**config.mk**
```make
export PLATFORM = sky130hd
export DESIGN_NAME = wav_header_chunk_parser_unit
export DESIGN_NICKNAME = d
export VERILOG_FILES = /design/src/hdl/wavhp_pkg.sv /design/src/hdl/wavhp_in_stage.sv /design/src/hdl/wavhp_parser.sv /design/src/hdl/wavhp_out_stage.sv /design/src/hdl/wav_header_chunk_parser_unit.sv
export SDC_FILE = /design/constraint.sdc
export NUM_CORES = 1
export LEC_CHECK = 0
export CAP_MARGIN = 25
export CORE_ASPECT_RATIO = 0.6
export CORE_MARGIN = 2
export CORE_UTILIZATION = 50
export DETAILED_ROUTE_END_ITERATION = 8
export DONT_BUFFER_PORTS = 1
export PLACE_DENSITY_LB_ADDON = 0.2
export SETUP_SLACK_MARGIN = 0.3
export SYNTH_ARGS = -nofsm -noshare
export SYNTH_HDL_FRONTEND = slang
export SYNTH_SLANG_ARGS = --single-unit
```
**constraint.sdc**
```tcl
create_clock -name clk -period 10.35 [get_ports clk]
set_clock_uncertainty 0.05 [all_clocks]
set_input_delay 2.07 -clock clk [delete_from_list [all_inputs] [get_ports clk]]
set_output_delay 2.07 -clock clk [all_outputs]
set_load 0.01 [all_outputs]
```
**src/hdl/wavhp_pkg.sv**
```systemverilog
// Package: transaction types and constants for the WAV header parser.
`timescale 1ns / 1ps

package wavhp_pkg;

    localparam int unsigned MIN_FILE_BYTES = 44;
    localparam int unsigned FMT_MIN_SIZE   = 16;

    localparam logic [31:0] RIFF_TAG = 32'h4646_4952;
    localparam logic [31:0] WAVE_TAG = 32'h4556_4157;
    localparam logic [31:0] ID_FMT   = 32'h2074_6D66;
    localparam logic [31:0] ID_DATA  = 32'h6174_6164;

    localparam logic [1:0] REASON_OK      = 2'd0;
    localparam logic [1:0] REASON_HEADER  = 2'd1;
    localparam logic [1:0] REASON_OVERRUN = 2'd2;
    localparam logic [1:0] REASON_FORMAT  = 2'd3;

    typedef struct packed {
        logic [7:0] file_byte;
        logic       is_last;
    } in_item_t;

    typedef struct packed {
        logic        accepted;
        logic [1:0]  reason;
        logic [31:0] sample_rate;
        logic [30:0] frame_count;
        logic [31:0] data_offset;
    } out_item_t;

    typedef struct packed {
        logic     valid;
        in_item_t item;
    } step_t;

endpackage

```
**src/hdl/wavhp_in_stage.sv**
```systemverilog
// Input register stage: holds one byte transaction for the parser.
`timescale 1ns / 1ps

module wavhp_in_stage (
    input  logic               clk,
    input  logic               rst_n,
    input  logic               byte_valid,
    input  wavhp_pkg::in_item_t byte_item,
    output logic               byte_stall,
    input  logic               out_free,
    output wavhp_pkg::step_t   step,
    output logic               fire
);
    import wavhp_pkg::*;

    logic     valid_reg;
    logic     valid_next;
    in_item_t item_reg;
    logic     hold;

    // only a last byte needs room in the result register
    assign hold       = valid_reg && item_reg.is_last && !out_free;
    assign byte_stall = hold;
    assign fire       = valid_reg && !hold;

    always_comb
    begin
        valid_next = valid_reg;
        if (byte_valid && !byte_stall)
        begin
            valid_next = 1'b1;
        end
        else if (fire)
        begin
            valid_next = 1'b0;
        end
    end

    always_ff @(posedge clk or negedge rst_n)
    begin
        if (!rst_n)
        begin
            valid_reg <= 1'b0;
        end
        else
        begin
            valid_reg <= valid_next;
        end
    end

    always_ff @(posedge clk)
    begin
        if (byte_valid && !byte_stall)
        begin
            item_reg <= byte_item;
        end
    end

    assign step.valid = valid_reg;
    assign step.item  = item_reg;

endmodule

```
**src/hdl/wavhp_parser.sv**
```systemverilog
// Parser core: RIFF/WAVE checks, chunk walk, fmt/data capture and verdict.
`timescale 1ns / 1ps

module wavhp_parser #(
    parameter int POSITION_BITS = 32
) (
    input  logic                 clk,
    input  logic                 rst_n,
    input  logic                 fire,
    input  wavhp_pkg::step_t     step,
    output wavhp_pkg::out_item_t result
);
    import wavhp_pkg::*;

    localparam logic [POSITION_BITS-1:0] POS_MAX   = '1;
    localparam logic [POSITION_BITS-1:0] SHORT_POS = POSITION_BITS'(MIN_FILE_BYTES - 1);
    localparam logic [POSITION_BITS-3:0] WAVE_QUAD = (POSITION_BITS-2)'(2);
    localparam logic [POSITION_BITS-3:0] CHNK_QUAD = (POSITION_BITS-2)'(3);

    logic [POSITION_BITS-1:0] pos_reg,        pos_next;
    logic [2:0]               hdr_idx_reg,    hdr_idx_next;
    logic                     riff_ok_reg,    riff_ok_next;
    logic [31:0]              chunk_id_reg,   chunk_id_next;
    logic [31:0]              chunk_size_reg, chunk_size_next;
    logic [31:0]              left_reg,       left_next;
    logic                     pad_reg,        pad_next;
    logic                     fmt_active_reg, fmt_active_next;
    logic [4:0]               fmt_idx_reg,    fmt_idx_next;
    logic [15:0]              format_reg,     format_next;
    logic [15:0]              chans_reg,      chans_next;
    logic [31:0]              rate_reg,       rate_next;
    logic [15:0]              bits_reg,       bits_next;
    logic [POSITION_BITS-1:0] dstart_reg,     dstart_next;
    logic [31:0]              dlen_reg,       dlen_next;

    // stepped values before the end-of-file clear
    logic [POSITION_BITS-1:0] pos_inc;
    logic [2:0]               hdr_idx_s;
    logic                     riff_ok_s;
    logic [31:0]              chunk_id_s, chunk_size_s, left_s;
    logic                     pad_s, fmt_active_s;
    logic [4:0]               fmt_idx_s;
    logic [15:0]              format_s, chans_s, bits_s;
    logic [31:0]              rate_s, dlen_s;
    logic [POSITION_BITS-1:0] dstart_s;

    logic [7:0]               b;
    logic [POSITION_BITS-3:0] quad;
    logic [1:0]               reason;
    logic                     ok;

    assign b       = step.item.file_byte;
    assign quad    = pos_reg[POSITION_BITS-1:2];
    assign pos_inc = (pos_reg == POS_MAX) ? pos_reg : pos_reg + 1'b1;

    always_comb
    begin
        hdr_idx_s    = hdr_idx_reg;
        riff_ok_s    = riff_ok_reg;
        chunk_id_s   = chunk_id_reg;
        chunk_size_s = chunk_size_reg;
        left_s       = left_reg;
        pad_s        = pad_reg;
        fmt_active_s = fmt_active_reg;
        fmt_idx_s    = fmt_idx_reg;
        format_s     = format_reg;
        chans_s      = chans_reg;
        rate_s       = rate_reg;
        bits_s       = bits_reg;
        dstart_s     = dstart_reg;
        dlen_s       = dlen_reg;

        if (quad == '0)
        begin
            if (b != RIFF_TAG[{pos_reg[1:0], 3'b000} +: 8])
            begin
                riff_ok_s = 1'b0;
            end
        end
        else if (quad == WAVE_QUAD)
        begin
            if (b != WAVE_TAG[{pos_reg[1:0], 3'b000} +: 8])
            begin
                riff_ok_s = 1'b0;
            end
        end
        else if (quad >= CHNK_QUAD)
        begin
            if (left_reg != '0)
            begin
                left_s = left_reg - 1'b1;
                if (fmt_active_reg && !fmt_idx_reg[4])
                begin
                    fmt_idx_s = fmt_idx_reg + 1'b1;
                    case (fmt_idx_reg[3:0])
                        4'd0:    format_s[7:0]   = b;
                        4'd1:    format_s[15:8]  = b;
                        4'd2:    chans_s[7:0]    = b;
                        4'd3:    chans_s[15:8]   = b;
                        4'd4:    rate_s[7:0]     = b;
                        4'd5:    rate_s[15:8]    = b;
                        4'd6:    rate_s[23:16]   = b;
                        4'd7:    rate_s[31:24]   = b;
                        4'd14:   bits_s[7:0]     = b;
                        4'd15:   bits_s[15:8]    = b;
                        default: ;
                    endcase
                end
            end
            else if (pad_reg)
            begin
                pad_s = 1'b0;
            end
            else
            begin
                if (hdr_idx_reg == 3'd0)
                begin
                    chunk_id_s   = '0;
                    chunk_size_s = '0;
                end
                if (!hdr_idx_reg[2])
                begin
                    chunk_id_s[{hdr_idx_reg[1:0], 3'b000} +: 8] = b;
                end
                else
                begin
                    chunk_size_s[{hdr_idx_reg[1:0], 3'b000} +: 8] = b;
                end
                hdr_idx_s = hdr_idx_reg + 1'b1;
                if (hdr_idx_reg == 3'd7)
                begin
                    left_s       = chunk_size_s;
                    pad_s        = chunk_size_s[0];
                    fmt_idx_s    = '0;
                    fmt_active_s = (chunk_id_s == ID_FMT) &&
                                   (chunk_size_s >= 32'(FMT_MIN_SIZE));
                    if (chunk_id_s == ID_DATA)
                    begin
                        dstart_s = pos_inc;
                        dlen_s   = chunk_size_s;
                    end
                end
            end
        end
    end

    always_comb
    begin
        if ((pos_reg < SHORT_POS) || !riff_ok_s)
        begin
            reason = REASON_HEADER;
        end
        else if (left_s != '0)
        begin
            reason = REASON_OVERRUN;
        end
        else if ((format_s != 16'd1) || (chans_s != 16'd1) || (bits_s != 16'd16) ||
                 (rate_s == '0) || (dstart_s == '0) || (dlen_s < 32'd2))
        begin
            reason = REASON_FORMAT;
        end
        else
        begin
            reason = REASON_OK;
        end
        ok = (reason == REASON_OK);

        result.accepted    = ok;
        result.reason      = reason;
        result.sample_rate = ok ? rate_s : '0;
        result.frame_count = ok ? dlen_s[31:1] : '0;
        result.data_offset = ok ? 32'(dstart_s) : '0;
    end

    always_comb
    begin
        if (step.item.is_last)
        begin
            pos_next        = '0;
            hdr_idx_next    = '0;
            riff_ok_next    = 1'b1;
            chunk_id_next   = '0;
            chunk_size_next = '0;
            left_next       = '0;
            pad_next        = 1'b0;
            fmt_active_next = 1'b0;
            fmt_idx_next    = '0;
            format_next     = '0;
            chans_next      = '0;
            rate_next       = '0;
            bits_next       = '0;
            dstart_next     = '0;
            dlen_next       = '0;
        end
        else
        begin
            pos_next        = pos_inc;
            hdr_idx_next    = hdr_idx_s;
            riff_ok_next    = riff_ok_s;
            chunk_id_next   = chunk_id_s;
            chunk_size_next = chunk_size_s;
            left_next       = left_s;
            pad_next        = pad_s;
            fmt_active_next = fmt_active_s;
            fmt_idx_next    = fmt_idx_s;
            format_next     = format_s;
            chans_next      = chans_s;
            rate_next       = rate_s;
            bits_next       = bits_s;
            dstart_next     = dstart_s;
            dlen_next       = dlen_s;
        end
    end

    always_ff @(posedge clk or negedge rst_n)
    begin
        if (!rst_n)
        begin
            pos_reg        <= '0;
            hdr_idx_reg    <= '0;
            riff_ok_reg    <= 1'b1;
            chunk_id_reg   <= '0;
            chunk_size_reg <= '0;
            left_reg       <= '0;
            pad_reg        <= 1'b0;
            fmt_active_reg <= 1'b0;
            fmt_idx_reg    <= '0;
            format_reg     <= '0;
            chans_reg      <= '0;
            rate_reg       <= '0;
            bits_reg       <= '0;
            dstart_reg     <= '0;
            dlen_reg       <= '0;
        end
        else if (fire)
        begin
            pos_reg        <= pos_next;
            hdr_idx_reg    <= hdr_idx_next;
            riff_ok_reg    <= riff_ok_next;
            chunk_id_reg   <= chunk_id_next;
            chunk_size_reg <= chunk_size_next;
            left_reg       <= left_next;
            pad_reg        <= pad_next;
            fmt_active_reg <= fmt_active_next;
            fmt_idx_reg    <= fmt_idx_next;
            format_reg     <= format_next;
            chans_reg      <= chans_next;
            rate_reg       <= rate_next;
            bits_reg       <= bits_next;
            dstart_reg     <= dstart_next;
            dlen_reg       <= dlen_next;
        end
    end

endmodule

```
**src/hdl/wavhp_out_stage.sv**
```systemverilog
// Result register stage: holds the verdict transaction until taken.
`timescale 1ns / 1ps

module wavhp_out_stage (
    input  logic                 clk,
    input  logic                 rst_n,
    input  logic                 load,
    input  wavhp_pkg::out_item_t result,
    output logic                 out_free,
    output logic                 result_valid,
    input  logic                 result_stall,
    output wavhp_pkg::out_item_t result_item
);
    import wavhp_pkg::*;

    logic      valid_reg;
    logic      valid_next;
    out_item_t item_reg;

    assign out_free = !valid_reg || !result_stall;

    always_comb
    begin
        valid_next = valid_reg;
        if (load)
        begin
            valid_next = 1'b1;
        end
        else if (valid_reg && !result_stall)
        begin
            valid_next = 1'b0;
        end
    end

    always_ff @(posedge clk or negedge rst_n)
    begin
        if (!rst_n)
        begin
            valid_reg <= 1'b0;
        end
        else
        begin
            valid_reg <= valid_next;
        end
    end

    always_ff @(posedge clk)
    begin
        if (load)
        begin
            item_reg <= result;
        end
    end

    assign result_valid = valid_reg;
    assign result_item  = item_reg;

endmodule

```
**src/hdl/wav_header_chunk_parser_unit.sv**
```systemverilog
// Top level: WAV header parser for mono 16-bit PCM files.
//
// Bytes of a WAV file arrive on the byte channel (byte_valid / byte_stall /
// byte_item), one transaction per byte in file order, is_last set on the
// final byte. For each file exactly one result transaction leaves on the
// result channel (result_valid / result_stall / result_item), giving the
// verdict, reason code, sample rate, frame count and data offset.
// A byte passes through an input register and the parser then updates its
// state from that register; the result of a last byte is loaded into the
// result register when the parser takes that byte. One byte per cycle is
// sustained while no last byte is held, limited only by the single parser
// state update per cycle; files may follow each other with no gap.
// Reset empties both registers and returns the parser to the start of file.
// While result_stall holds a waiting result, bytes that are not the last of
// a file still flow in; a last byte is held in the input register and
// byte_stall rises until the result register frees.
`timescale 1ns / 1ps

module wav_header_chunk_parser_unit #(
    parameter int POSITION_BITS = 32
) (
    input  logic                 clk,
    input  logic                 rst_n,
    input  logic                 byte_valid,
    output logic                 byte_stall,
    input  wavhp_pkg::in_item_t  byte_item,
    output logic                 result_valid,
    input  logic                 result_stall,
    output wavhp_pkg::out_item_t result_item
);
    import wavhp_pkg::*;

    step_t     step;
    logic      fire;
    logic      out_free;
    out_item_t result;

    wavhp_in_stage u_in_stage (
        .clk        (clk),
        .rst_n      (rst_n),
        .byte_valid (byte_valid),
        .byte_item  (byte_item),
        .byte_stall (byte_stall),
        .out_free   (out_free),
        .step       (step),
        .fire       (fire)
    );

    wavhp_parser #(
        .POSITION_BITS (POSITION_BITS)
    ) u_parser (
        .clk    (clk),
        .rst_n  (rst_n),
        .fire   (fire),
        .step   (step),
        .result (result)
    );

    wavhp_out_stage u_out_stage (
        .clk          (clk),
        .rst_n        (rst_n),
        .load         (fire && step.item.is_last),
        .result       (result),
        .out_free     (out_free),
        .result_valid (result_valid),
        .result_stall (result_stall),
        .result_item  (result_item)
    );

endmodule
```
Yosys cells after proc, flatten, opt, wreduce, memory -nomap -nowiden
Index checks and enable logic that the tools add are counted. Widths: inputs -> output; s select.

$add $sub $neg: 5. Order comparisons: 4. Eq/ne operators: 25. Shifts and indexed selects: 4. Muxes and demuxes: 137. Reductions and logical operators: 38.

Operator list (number): $mux 32 (67); $mux 16 (18); $mux 8 (10); $bwmux 32 (2); $logic_not 32->1 (2); $reduce_bool 32->1 (2); $shiftx 32x6->8 const A (2); $mux 5 (8); $add 32x1->32 const B (1); $eq 32x30->1 const B (1); $eq 32x31->1 const B (1); $eq 32x32->1 const B (1); $ge 32x5->1 const B (1); $lt 32x2->1 const B (1); $lt 32x6->1 const B (1); $ne 16x1->1 const B (2); $shift 8x7->32 const A (1); $shiftx 8x7->32 (1); $sub 32x1->32 const B (1); $eq 30x2->1 const B (1); $ge 30x2->1 const B (1); $logic_not 30->1 (1); $mux 1 (23); $mux 3 (6); other kinds (24) (58).

Flip-flop bits (word level): 392. Output and inout port bits: 100. Word-level logic and storage cells: 237.

Longest topological paths before layout
Gate-level depths: netlist of run 1.

Depth in word-level cells: 29. Mapped depth: 19. Mapped depth without buffers: 12.

By module
A second synthesis of run 1 with hierarchy kept.

Cells, all modules: 2249. Area, all modules: 21425.5 um2.

By module, submodules not included: wavhp_parser (instances 1, cells an instance 2130, area an instance 18089.8 um2); wavhp_out_stage (instances 1, cells an instance 101, area an instance 2979.1 um2); wavhp_in_stage (instances 1, cells an instance 17, area an instance 350.3 um2); wav_header_chunk_parser_unit (instances 1, cells an instance 1, area an instance 6.3 um2).

Least setup slack after synthesis of run 1
OpenSTA, ideal clock, no wires.

Path type: input port to flip-flop. From: in result_stall. To: reg u_out_stage.item_reg (netlist bit u_out_stage.result_item[0]) (enable). Data arrival time: 6.699 ns. Data required time: 9.713 ns. Path slack: 3.014 ns. Cell stages on the path: 1. Path buffers: 0. Cells stage by stage: a21oi_1.

Longest elaborated chain between the ends: 7.

RTL lines: from (decl) (line wav_header_chunk_parser_unit.sv:28) `input logic result_stall,`; $logic_not 1->1 (line wavhp_out_stage.sv:20) `assign out_free = !valid_reg || !result_stall;`; $logic_or 1x1->1 (line wavhp_out_stage.sv:20); $logic_not 1->1 (line wavhp_in_stage.sv:22) `assign hold = valid_reg && item_reg.is_last && !out_free;`; $logic_and 1x1->1 (line wavhp_in_stage.sv:22); $logic_not 1->1 (line wavhp_in_stage.sv:24) `assign fire = valid_reg && !hold;`; $logic_and 1x1->1 (line wavhp_in_stage.sv:24); $logic_and 1x1->1 (line wav_header_chunk_parser_unit.sv:62) `.load (fire && step.item.is_last),`; to (signal assigned) (line wavhp_out_stage.sv:51) `item_reg <= result;`; to (decl) (line wavhp_out_stage.sv:18) `out_item_t item_reg;`.

Every way passes these cells. A chain may end at the register's enable or synchronous reset.

Worst setup path in the final report of run 1
From: reg u_parser.left_reg[0]. To: reg u_out_stage.item_reg (netlist bit u_out_stage.result_item[8]) (data pin).

Longest elaborated chain between the ends: 15. Elaborated cells between the ends (all ways): 48. Classes of those cells: add/sub (1); order compare (1); eq/ne (3); mux (33); reduce/logical (10).

RTL lines: from (decl) (line wavhp_parser.sv:25) `logic [31:0] left_reg, left_next;`; from (signal assigned) (line wavhp_parser.sv:242) `left_reg <= left_next;`; parallel branches: the longest is 15 deep, another holds $lt 32x2->1.

Parallel ways; which one is timed is not known.

==> reports/qor.txt, run 1 <==
Run status: complete, no violations
Final GP Congestion: 1.015
Met2 GRT Util: 41.01%
Critical Path AT: 7.35 ns
Yosys cell types: 82
Clock Path Buffers: 3
GRT Resource Usage Total: 33.26%
First-pass DRT Iterations: 8
R2r endpoint: u_out_stage.result_item[8]$_SDFFCE_PP0P_
Dpl hpwl: 51.23 mm
Ys flop type: dfrtp_1
Top Family by Delay on Critical Path: simple AND/OR/NAND/NOR gates
Cell Chain, Critical Path: inv_1, ha_1, or3b_1, or4_1, nor4_4, buf_4, or4_1, mux2i_1, o21ai_0, a2111oi_0, nand4_1, nand4b_4, buf_4, a2111oi_2
First-pass GRT wire length: 111.0 mm
Initial antenna violation count: 2
Routing usage on met3: 14.17%
Max Cap Violations: 0
Number of synthesized flops with an enable pin: 107
Synth area leader: dfrtp_1
Worst slew margin: 18.39%
Via density: 6.973
Max reg flops: 98
Buf/Inv on CP: 3
Max frequency: 139.9 MHz
Pin count of the biggest net entering global routing: 285
Top cell type's share of synthesized area: 33.53%
Post-CTS setup buffers: 0
Hold Path Sink: u_parser.chunk_size_reg[28]$_DFFE_PN0P_
Gate Count Post-Synth: 2177
WL/cell: 27.50 microns
Met1 GRT Util: 52.42%
Reg2reg start: u_parser.left_reg[0]$_DFFE_PN0P_
Clk slew on worst S/H paths: 0.06 ns
Post_cts resized: 0
DIE HEIGHT: 163.2 microns
Yosys warns: 0
Clock root buffer: clkbuf_16
Worst path depth: 14
Power Dens Cells: 167.1 mW/mm^2
IO Port Bufs: 0
DRT antenna net count: 0
R2R setup slack: 3.20 ns
Vias in the first global route: 16.86k
Width of the die: 269.3 microns
Setup tns final: 0 ns
Maximum vdd drop: 0.0001070 V
# fillers: 3732
Register-to-Register Path Depth: 14
CTS tree: built
Slew Viols, Final: 0
DR vias: 18.81k
WS Path Type: reg2reg
Final nets: 2125
Clk sinks: 391
CTS Buf Count: 39
Final hold vios: 0
Grt ovf: 0
CP max stage delay: 0.90 ns
Critical path's slowest cell: nor4_4
Final setup vio count: 0
Die ar.: 0.04395 sq mm
Synth area leaders: dfrtp_1, edfxtp_1, nand2_1
RSZ-0062 raised after global routing: no
# hold bufs at CTS: 0
Initial core utilization: 50.52%
Synthesis-to-layout area growth: 8.496%
Most used routing layer: met1
# IOs: 113
Critical path required time: 10.56 ns
WHS Path Cells: 2
Worst Hold Launch: u_parser.chunk_size_reg[28]$_DFFE_PN0P_
Async set-reset flop share out of synthesis: 72.63%
Post-Syn Area: 0.02112 sq mm
Non-filler cells, final: 2697
Latest clock arrival within the worst-skew pair: 0.58 ns
Worst slew pin tran: 1.224 ns
Sequential share of the synthesized area: 48.87%
Core ar.: 0.04180 sq mm
Share of layout cells above drive strength 1: 9.407%
Crit end category: register
Crit start category: register
Final WL: 74.17 mm
Core Rows: 58
CP max FO: 53
Synth Register Bits: 391
Synthesized area per cell: 9.701 sq um
Post-synthesis net count: 2206
Post-layout minimum cycle time: 7.146 ns
DRC Markers: 0
H-tree depth: 2
Leak: 0.008814 uW
DR iter-0 viols: 2877
Period utilization: 69.04%
Cell count after placement: 2621
Hold Path Class: reg2reg
-- cell usage after synthesis (21+ instances only) --
cell type and n:
a2111oi_2 42, a21oi_1 61, a22o_1 104, a32oi_1 26
and3_1 21, clkbuf_1 151, dfrtp_1 283, edfxtp_1 107
inv_1 32, mux2i_1 41, nand2_1 271, nand3_1 51
nand4_1 38, nor2_1 146, nor3_1 105, nor4_1 49
o21ai_0 168, o22ai_1 21, o31ai_1 53, or4_1 24
-- final cells by class --
type / count / area [sq um] / area share (%)
Timing Repair Buffer: 60 / 466.7 / 2.037
Clock inverter: 22 / 224.0 / 0.9774
Clock buffer: 49 / 1044 / 4.554
Tap cell: 570 / 713.2 / 3.113
Sequential cell: 391 / 10320 / 45.04
Multi-Input combinational cell: 1572 / 10020 / 43.74
Antenna cell: 1 / 2.502 / 0.01092
Inverter: 32 / 120.1 / 0.5242
-- routing by layer --
layer	up-vias	share of wire (%)
met3	106	16
met2	1279	37
met5	-	0.016
li1	8125	-
met4	2	1.8
met1	9294	45
-- report_power, final --
part           total, uW  internal [uW]  switching [uW]
clock               1440            797             642
combinational        698            173             525
sequential          1690           1630            57.3
total               3830           2600            1220
-- per-stage QoR --
| step | area, sq um | hold slack, ns | setup slack [ns] | total power [uW] | utilization (%) |
|---|---|---|---|---|---|
| floorplan | 21120 | 0.3798 | 3.014 | 2150 | - |
| global route | 22910 | 0.4528 | 2.917 | 3956 | 54.81 |
| detailed placement | 21610 | 0.4130 | 3.472 | 2375 | 51.71 |
| finish | 22910 | 0.4319 | 3.204 | 3828 | 54.82 |
| CTS | 22880 | 0.4287 | 3.423 | 3807 | 54.74 |
| global placement | 21570 | 0.4028 | 3.602 | 2363 | 51.61 |
-- worst register-to-register path: stages (launching register included) --
cell and delay, ns:
dfrtp_1 0.41, inv_1 0.09, ha_1 0.20, or3b_1 0.48
or4_1 0.78, nor4_4 0.90, buf_4 0.53, or4_1 0.63
mux2i_1 0.29, o21ai_0 0.13, a2111oi_0 0.40, nand4_1 0.35
nand4b_4 0.72, buf_4 0.72, a2111oi_2 0.16
-- worst max path at each step --
stage	start	end	slack, ns
floorplan	result_stall	u_out_stage.result_item[0]$_SDFFCE_PP0P_	3.01
detailed placement	u_parser.left_reg[0]$_DFFE_PN0P_	u_out_stage.result_item[4]$_SDFFCE_PP0P_	3.47
finish	u_parser.left_reg[0]$_DFFE_PN0P_	u_out_stage.result_item[8]$_SDFFCE_PP0P_	3.20
global placement	u_parser.left_reg[0]$_DFFE_PN0P_	u_out_stage.result_item[14]$_SDFFCE_PP0P_	3.60
CTS	u_parser.left_reg[0]$_DFFE_PN0P_	u_out_stage.result_item[4]$_SDFFCE_PP0P_	3.42
global route	u_parser.left_reg[0]$_DFFE_PN0P_	u_out_stage.result_item[4]$_SDFFCE_PP0P_	2.92
-- kinds of logic (layout without fill, tap and decap cells) --
logic type	after synthesis	after routing	share of synthesized area (%)
xor+xnor	33	33	1.369
fa+ha+maj	16	16	0.9479
simple gates	835	835	19.89
other cells	0	1	0
compound gates	642	642	22.71
mux	46	46	2.210
flops	391	391	48.87
buf+inv	214	163	3.999
-- cell usage in the layout (no fill, tap or decap), types with 13 or more instances in the layout --
cell       instances
a32oi_1           26
xor2_1            13
buf_4             57
clkbuf_16         39
mux2i_1           41
dfrtp_1          283
a22oi_1           14
inv_1             32
o22ai_1           21
nor2b_1           20
or4_1             24
and4_1            16
a32o_1            18
nor3_1           105
o21ai_0          168
a2111oi_2         42
a31oi_1           16
a211oi_1          13
nand3_1           51
nand4_1           38
a21oi_1           60
or3_1             16
xnor2_1           20
a22o_1           104
edfxtp_1         107
o31ai_1           53
nand2_1          269
nor2_1           144
and3_1            21
nor4_1            47
ha_1              16
and2_1            14
(Power assumes the default switching activity.)
==> inputs of run 2 (changes only) <==
==> constraint.sdc (replaced) <==
create_clock -name clk -period 6.1 [get_ports clk]
set_clock_uncertainty 0.05 [all_clocks]
set_input_delay 1.22 -clock clk [delete_from_list [all_inputs] [get_ports clk]]
set_output_delay 1.22 -clock clk [all_outputs]
set_load 0.01 [all_outputs]
==> run 2 against run 1 <==
Global-route usage rose by 0.71 points. Register-to-register slack got worse by 2.7 ns. Flip-flop and latch count did not move. Wire length rose by 2.0%. Setup slack got worse by 2.7 ns. Design area rose by 1.3%. Cell count rose by 1.1%. Critical path depth did not move. Hold slack got worse by 0.13 ns.
==> reports/qor.txt, run 2 (synthesized netlist as in run 1, its figures left out) <==
Hold Path Class: in2async
Post-layout minimum cycle time: 5.578 ns (-1.568 ns)
Core Rows: 58 (unchanged)
DIE HEIGHT: 163.2 microns (unchanged)
Worst slew margin: 19.45% (+1.1 points)
R2r endpoint: u_out_stage.result_item[37]$_SDFFCE_PP0P_
# IOs: 113 (unchanged)
Setup tns final: 0 ns (unchanged)
Final Instance Area: 0.02322 sq mm (+1.3%)
Final setup vio count: 0 (unchanged)
Leak: 0.008986 uW (+2.0%)
DRT antenna net count: 0 (unchanged)
# fillers: 3745 (+0.35%)
Crit start category: register
Max Cap Violations: 0 (unchanged)
WS Path Type: reg2reg
Power Dens Cells: 280.7 mW/mm^2 (+68%)
Width of the die: 269.3 microns (unchanged)
Final WL: 75.63 mm (+2.0%)
Max frequency: 179.3 MHz (+28%)
Worst slew pin tran: 1.197 ns (-0.02687 ns)
First-pass DRT Iterations: 6 (-2)
DRC Markers: 0 (unchanged)
Run status: complete, no violations
IO Port Bufs: 0 (unchanged)
Most frequent cells in the layout: dfrtp_1, nand2_1, o21ai_0
Commonest non-fill, non-tap cell in the layout: dfrtp_1
CP max FO: 40 (-25%)
DP Area: 0.02192 sq mm (+1.4%)
H-tree depth: 2 (unchanged)
Period utilization: 91.44% (+22 points)
Share of layout cells above drive strength 1: 10.71% (+1.3 points)
CTS Buf Count: 39 (unchanged)
Final hold vios: 0 (unchanged)
WL/cell: 27.72 microns (+0.81%)
Clock Path Buffers: 3 (unchanged)
Setup crit end: u_out_stage.result_item[37]$_SDFFCE_PP0P_
Crit end category: register
Initial antenna violation count: 3 (+1)
Grt ovf: 0 (unchanged)
Critical path origin: u_parser.hdr_idx_reg[0]$_DFFE_PN0P_
Register-to-Register Path Depth: 14 (unchanged)
First-pass GRT wire length: 113.9 mm (+2.6%)
Synthesis-to-layout area growth: 9.936%
R2R setup slack: 0.52 ns (-2.68 ns)
Maximum vdd drop: 0.0001944 V (+82%)
Initial core utilization: 50.52% (unchanged)
Pin count of the biggest net entering global routing: 285 (unchanged)
DR iter-0 viols: 3420 (+19%)
Post-CTS setup buffers: 0 (unchanged)
Via density: 7.014 (+0.59%)
Core ar.: 0.04180 sq mm (unchanged)
Critical path required time: 6.41 ns (-4.15 ns)
RSZ-0062 raised after global routing: no
Clk sinks: 391 (unchanged)
CTS tree: built
Latest clock arrival within the worst-skew pair: 0.58 ns (about the same)
DR vias: 19.14k (+1.7%)
Final GP Congestion: 1.045 (+3.0%)
GRT Resource Usage Total: 33.97% (+0.71 points)
Dpl hpwl: 53.22 mm (+3.9%)
Die ar.: 0.04395 sq mm (unchanged)
Reg2reg start: u_parser.hdr_idx_reg[0]$_DFFE_PN0P_
Clock root buffer: clkbuf_16
Vias in the first global route: 17.16k (+1.8%)
Max reg flops: 98 (unchanged)
Critical Path AT: 5.89 ns (-1.46 ns)
Final nets: 2155 (+1.4%)
Clk slew on worst S/H paths: 0.06 ns (about the same)
Slew Viols, Final: 0 (unchanged)
==> run 2: worst min path at each step <==
stage	start	end	slack, ns	cells after the start
after global placement	u_parser.chunk_id_reg[23]$_DFFE_PN0P_	u_parser.chunk_id_reg[23]$_DFFE_PN0P_	0.40	2
after floorplan	u_parser.chunk_id_reg[23]$_DFFE_PN0P_	u_parser.chunk_id_reg[23]$_DFFE_PN0P_	0.38	2
after CTS	rst_n	u_parser.chunk_id_reg[5]$_DFFE_PN0P_	0.28	0
after global routing	rst_n	u_parser.chunk_id_reg[10]$_DFFE_PN0P_	0.28	0
final	rst_n	u_parser.chunk_id_reg[29]$_DFFE_PN0P_	0.30	0
after detailed placement	u_parser.chunk_id_reg[23]$_DFFE_PN0P_	u_parser.chunk_id_reg[23]$_DFFE_PN0P_	0.42	2
==> run 2: layer usage <==
| layer | global-route usage (%) | up-vias | part of all wire [%] |
|---|---|---|---|
| met5 | 0 | - | 0 |
| met4 | 5.985 | 0 | 1.6 |
| met3 | 14.70 | 125 | 16 |
| met2 | 39.87 | 1382 | 36 |
| met1 | 55.32 | 9437 | 46 |
| li1 | - | 8191 | - |
==> run 2: layout make-up <==
class	count	area (sq um)	area share [%]
repair buffers	90	790.8	3.406
multi-input cells	1572	10030	43.19
well taps	570	713.2	3.072
clock buffers	55	1096	4.721
diodes	1	2.502	0.01078
clock inverters	17	145.1	0.6251
flip-flops and latches	391	10320	44.45
inverters	32	120.1	0.5174
==> run 2: through the flow <==
stage | total power, uW | instances | hold WS [ns] | util (%) | setup slack (ns)
after CTS | 6475 | 2723 | 0.2819 | 55.40 | 0.5133
final | 6517 | 2728 | 0.3024 | 55.54 | 0.5219
after floorplan | 3645 | 2177 | 0.3798 | - | 1.435
after global placement | 4074 | 2649 | 0.3967 | 52.38 | 0.6200
after global routing | 6715 | 2727 | 0.2780 | 55.54 | 0.3161
after detailed placement | 4088 | 2651 | 0.4160 | 52.43 | 0.5458
==> run 2: timing repair <==
| item | 4_1_cts | 5_1_grt |
|---|---|---|
| setup endpoints to repair | 0 | 32 |
| hold buffers | 0 | 0 |
| gates resized for setup | 0 | 1 |
==> run 2: power by group <==
part	internal [uW]	switching, uW
Combinational	342	905
Sequential	2770	94.4
Clock	1280	1130
Total	4390	2120
==> run 2: critical path: stages (launching register included) <==
cell and delay, ns:
dfrtp_1 0.36, buf_4 0.20, inv_1 0.21, ha_1 0.40
nor3b_2 0.69, and2_1 0.37, a22oi_1 0.14, or4_1 0.58
nor4_2 0.52, and4_4 0.34, nor3_1 0.07, o21ai_1 0.33
nand4b_4 0.37, buf_12 0.30, a2111oi_2 0.39
